**config.mk**
```make
export PLATFORM = sky130hd
export DESIGN_NAME = htw_ram
export DESIGN_NICKNAME = d
export VERILOG_FILES = /design/src/rtl/htw_ram.sv
export SDC_FILE = /design/constraint.sdc
export NUM_CORES = 1
export LEC_CHECK = 0
export BUFFER_PORTS_ARGS = -buffer_cell sky130_fd_sc_hd__buf_2
export CAP_MARGIN = 20
export CORE_UTILIZATION = 35
export DETAILED_ROUTE_END_ITERATION = 16
export PLACE_DENSITY_LB_ADDON = 0.08
export SYNTH_ARGS = -nofsm -noshare
export SYNTH_HDL_FRONTEND = slang
export SYNTH_SLANG_ARGS = --single-unit
```
**constraint.sdc**
```tcl
create_clock -name clk -period 2.7 [get_ports clk]
set_clock_uncertainty 0.1 [all_clocks]
set_input_delay 0.54 -clock clk [delete_from_list [all_inputs] [get_ports clk]]
set_output_delay 0.54 -clock clk [all_outputs]
set_load 0.01 [all_outputs]
```
**src/rtl/htw_ram.sv**
```systemverilog
`default_nettype none
module htw_ram #(
    parameter int WIDTH = 8,
    parameter int DEPTH = 64
) (
    input  wire logic                     clk,
    input  wire logic                     we,
    input  wire logic [$clog2(DEPTH)-1:0] waddr,
    input  wire logic [WIDTH-1:0]         wdata,
    input  wire logic                     re,
    input  wire logic [$clog2(DEPTH)-1:0] raddr,
    output logic      [WIDTH-1:0]         rdata
);
    logic [WIDTH-1:0] mem [DEPTH];

    // read-first on a same-address collision
    always_ff @(posedge clk)
    begin
        if (we)
        begin
            mem[waddr] <= wdata;
        end
        if (re)
        begin
            rdata <= mem[raddr];
        end
    end
endmodule
`default_nettype wire

```
## After elaboration in Yosys (flattened, before gate mapping)

Memories as Yosys holds them, arrays and structs flattened. A register that Yosys moved wholly into a read port is not among the register bits.
Index checks and enable logic that the tools add are counted.

- Bits in registers: 0
- RAM bits: 512
- Input bits: 23
- Output and inout bits: 8
- Logic and storage cells: 3
- Memories kept: 1

- Muxes and demuxes: 2

Memories:

| memory | words | bits a word | read ports | clocked after Yosys merged registers in | write ports | RTL line | source |
|---|---|---|---|---|---|---|---|
| mem | 64 | 8 | 1 | 1 | 1 | 14 | `logic [WIDTH-1:0] mem [DEPTH];` |

Operators with widths:

| kind | count |
|---|---|
| two-way mux 1 bit | 2 |

## Logic depth before layout (Yosys ltp)

- Word-level depth: 2
- Gate-level depth with buffers: 9
- Mapped depth without buffers: 5

## Least setup slack after synthesis

No wires, ideal clock.

- Path kind: input port to flip-flop
- From: input port raddr[1]
- To: register rdata[3], read port of mem, data pin
- Library setup time: 0.266 ns
- Arrival: 2.080 ns
- Data required time: 2.334 ns
- Slack: 0.254 ns
- Stages: 7
- Buffers on the path: 3
- Path through: buf_4 buf_2 buf_2 mux4_2 mux4_2 o21ai_1 o41ai_1

RTL lines:

| item | RTL line | source |
|---|---|---|
| start, declared | 11 | `input wire logic [$clog2(DEPTH)-1:0] raddr,` |
| end, declared | 12 | `output logic [WIDTH-1:0] rdata` |

==> metrics.csv <==
stage,metric,value,unit
placement,IO Port Bufs,30,
timing,maximum clock rate,0.444,GHz
setup_path,"Max FO, Critical Path",21,
detailed_routing,WL per Instance,26.5,um
global_routing,first-pass GRT wire length,75.4,mm
clocking,TritonCTS clock tree,done,
synth,synthesized area per cell,21.5,um^2
detailed_routing,vias,9925,
worst_hold_path,worst min path class,primary input to register,
timing,Worst Tran Pin Value,0.927,ns
timing,RSZ-0062 raised after global routing,no,
final_layout,Sequential cell area,0.0156,mm^2
power,PD cells,697,mW/mm^2
floorplanning,row count,87,
final_layout,final instance area,0.0241,mm^2
floorplanning,chip width,243,um
timing,final hold viol count,0,
detailed_routing,Antenna Nets Post-Route,0,
status,status,completed,
power,leakage,7.81,nW
global_routing,total track usage,18.0,%
synth,Syn. warnings,0,
synth,Post-Syn Area,0.0202,mm^2
detailed_routing,Pre-Repair DR Iteration Count,5,
clocking,Post-CTS Setup Inserts,0,
synth,number of flops mapped to enable cells by yosys,520,
clocking,hold_buf cts,0,
floorplanning,I/O Pins,31,
setup_path,CP Capture Type,register,
floorplanning,Core Box Area,0.0568,mm^2
global_routing,total gr overflow,0,
synth,async set-reset flop share out of synthesis,0,%
synth,Synth Instances,940,
clocking,CTS sink cnt,520,
final_layout,share of cells above drive strength 1,34.6,%
setup_path,WP data arrival,2.49,ns
synth,Yosys top cell by area,edfxtp_1,
timing,Slew HR,38.2,%
clocking,cts bufs inserted,56,
synth,Synth area leaders,"edfxtp_1 (77%), mux4_2 (14%), nor2_1 (1.5%)",
global_routing,largest net degree at the start of global routing,65,
setup_path,WS Path Type,primary input to register,
run,Max-Cap Viols,0,
clocking,clock latency on the worst-skew pair,0.61,ns
synth,post-synth cell types,39,
final_layout,Final Net Count,1166,
placement,placed inst area,0.0225,mm^2
synth,top-count cell post-synth,edfxtp_1,
synth,Synth top area share,77.1,%
clocking,H-tree depth,2,
placement,Placer Congestion,0.750,
timing,final setup violation count,0,
final_layout,P&R area growth vs syn,19.1,%
power,Pint,13.2,mW
timing,period utilization,83.4,%
power,Comb pwr share,5.7,%
timing,Tmin final,2.25,ns
power,maximum VDD drop,0.441,mV
synth,most frequent cells after synthesis,"edfxtp_1 (520), mux4_2 (126), nor2_1 (83)",
placement,Post-DP HPWL,33.9,mm
synth,"FF+latch count, synth",520,
clocking,Clock transition at path regs,0.06,ns
power,Reg power frac,53.4,%
final_layout,final core occ,42.4,%
global_routing,initial antenna violation count,3,
detailed_routing,final wirelength,51.5,mm
power,Switch Pwr,3.65,mW
setup_path,Worst setup SP type,primary input,
floorplanning,die area,0.0588,mm^2
floorplanning,chip height,243,um
final_layout,Fillers,5049,
final_layout,# diodes,0,
detailed_routing,number of DRC markers in iteration 0,764,
detailed_routing,DR vias/cell,5.11,
timing,count of pins over their slew limit,0,
clocking,root buf cell,clkbuf_16,
floorplanning,starting density of the core,35.6,%
detailed_routing,DRC viols,0,
global_routing,vias in the first global route,10600,
clocking,Post-CTS Resized,0,
synth,Synth Flop Type,edfxtp_1,
synth,syn nets,963,
final_layout,multi-input logic area,0.00432,mm^2
synth,sequential element share of the synthesized area,77.1,%
clocking,clock buffer depth,3,
setup_path,WP data required,2.94,ns
power,switch share,21.7,%
power,Clk pwr share,41.0,%
[path summary, 6_finish.rpt]
kind | endpoint | slack [ns] | cells after the start | startpoint
max | rdata[1] | 0.45 | 8 | raddr[0]
min | mem[61][3] | 0.20 | 1 | wdata[3]
max reg2reg | rdata[0] | 0.49 | 5 | mem[15][0]
min reg2reg | rdata[1] | 0.79 | 4 | mem[23][1]
[power by group through the flow]
| stage | clock network, mW | logic, mW | registers, mW |
|---|---|---|---|
| floorplan | 0 | 0.476 | 9.14 |
| global placement | 0 | 0.973 | 9.15 |
| detailed placement | 0 | 0.979 | 9.15 |
| CTS | 7.10 | 0.980 | 8.98 |
| global route | 7.38 | 1.03 | 8.98 |
| finish | 6.89 | 0.952 | 8.98 |
[placed cells by master, fill, tap and decap left out, types with 9 or more instances in the layout]
master | synthesis | routed
buf_12 | 2 | 17
mux2i_1 | 23 | 23
nand3_1 | 13 | 13
mux4_2 | 126 | 126
clkbuf_1 | 17 | 19
buf_2 | 11 | 27
nor2_1 | 83 | 83
edfxtp_1 | 520 | 520
buf_4 | 13 | 151
mux2_2 | 13 | 13
clkinv_2 | 0 | 12
clkbuf_16 | 0 | 56
nor2b_1 | 14 | 14
clkinv_1 | 0 | 9
nand2_1 | 19 | 19
[through the flow]
| step | instances | setup TNS (ns) | setup slack [ns] | total power [mW] | hold WS (ns) |
|---|---|---|---|---|---|
| 2_1_floorplan | 940 | 0 | 0.254 | 9.62 | 0.539 |
| 3_3_place_gp | 1841 | -0.797 | -0.210 | 10.1 | 0.787 |
| 3_5_place_dp | 1841 | -0.779 | -0.197 | 10.1 | 0.790 |
| 4_1_cts | 1942 | 0 | 0.447 | 17.1 | 0.162 |
| 5_1_grt | 1942 | 0 | 0.376 | 17.4 | 0.175 |
| 6_report | 1942 | 0 | 0.449 | 16.8 | 0.204 |
[per-layer routing]
| layer | wire [um] | vias to the layer above | global-route usage, % | share of wire [%] |
|---|---|---|---|---|
| li1 | - | 4346 | - | - |
| met1 | 24200 | 5311 | 26.1 | 47 |
| met2 | 24400 | 197 | 28.3 | 47 |
| met3 | 1940 | 69 | 2.84 | 3.8 |
| met4 | 959 | 2 | 4.36 | 1.9 |
| met5 | 19 | - | 0 | 0.037 |
[area by class of cell]
cell class | count | area share [%]
clock buffer | 75 | 6.11
clock inverter | 26 | 0.591
multi-input combinational | 369 | 17.9
sequential | 520 | 64.8
tap | 756 | 3.92
timing repair buffer | 196 | 6.73
[flip-flops by register name, summed over array words and instances (netlist names)]
register and count:
mem 512, rdata 8
[kinds of logic (layout without fill, tap and decap cells)]
group,Yosys count,count (layout),synth area share (%)
flops,520,520,77.1
compound gates,54,54,2.06
mux,162,162,15.9
buf+inv,51,297,1.56
simple gates,153,153,3.37
[worst max-delay path: stages]
cell and delay, ns:
buf_8 0.14, buf_12 0.22, buf_4 0.20, mux4_2 0.52, mux2i_1 0.21, o2111ai_1 0.34, nand2_1 0.22, o2bb2ai_1 0.08
No activity file was read; power rests on OpenSTA's default activity.
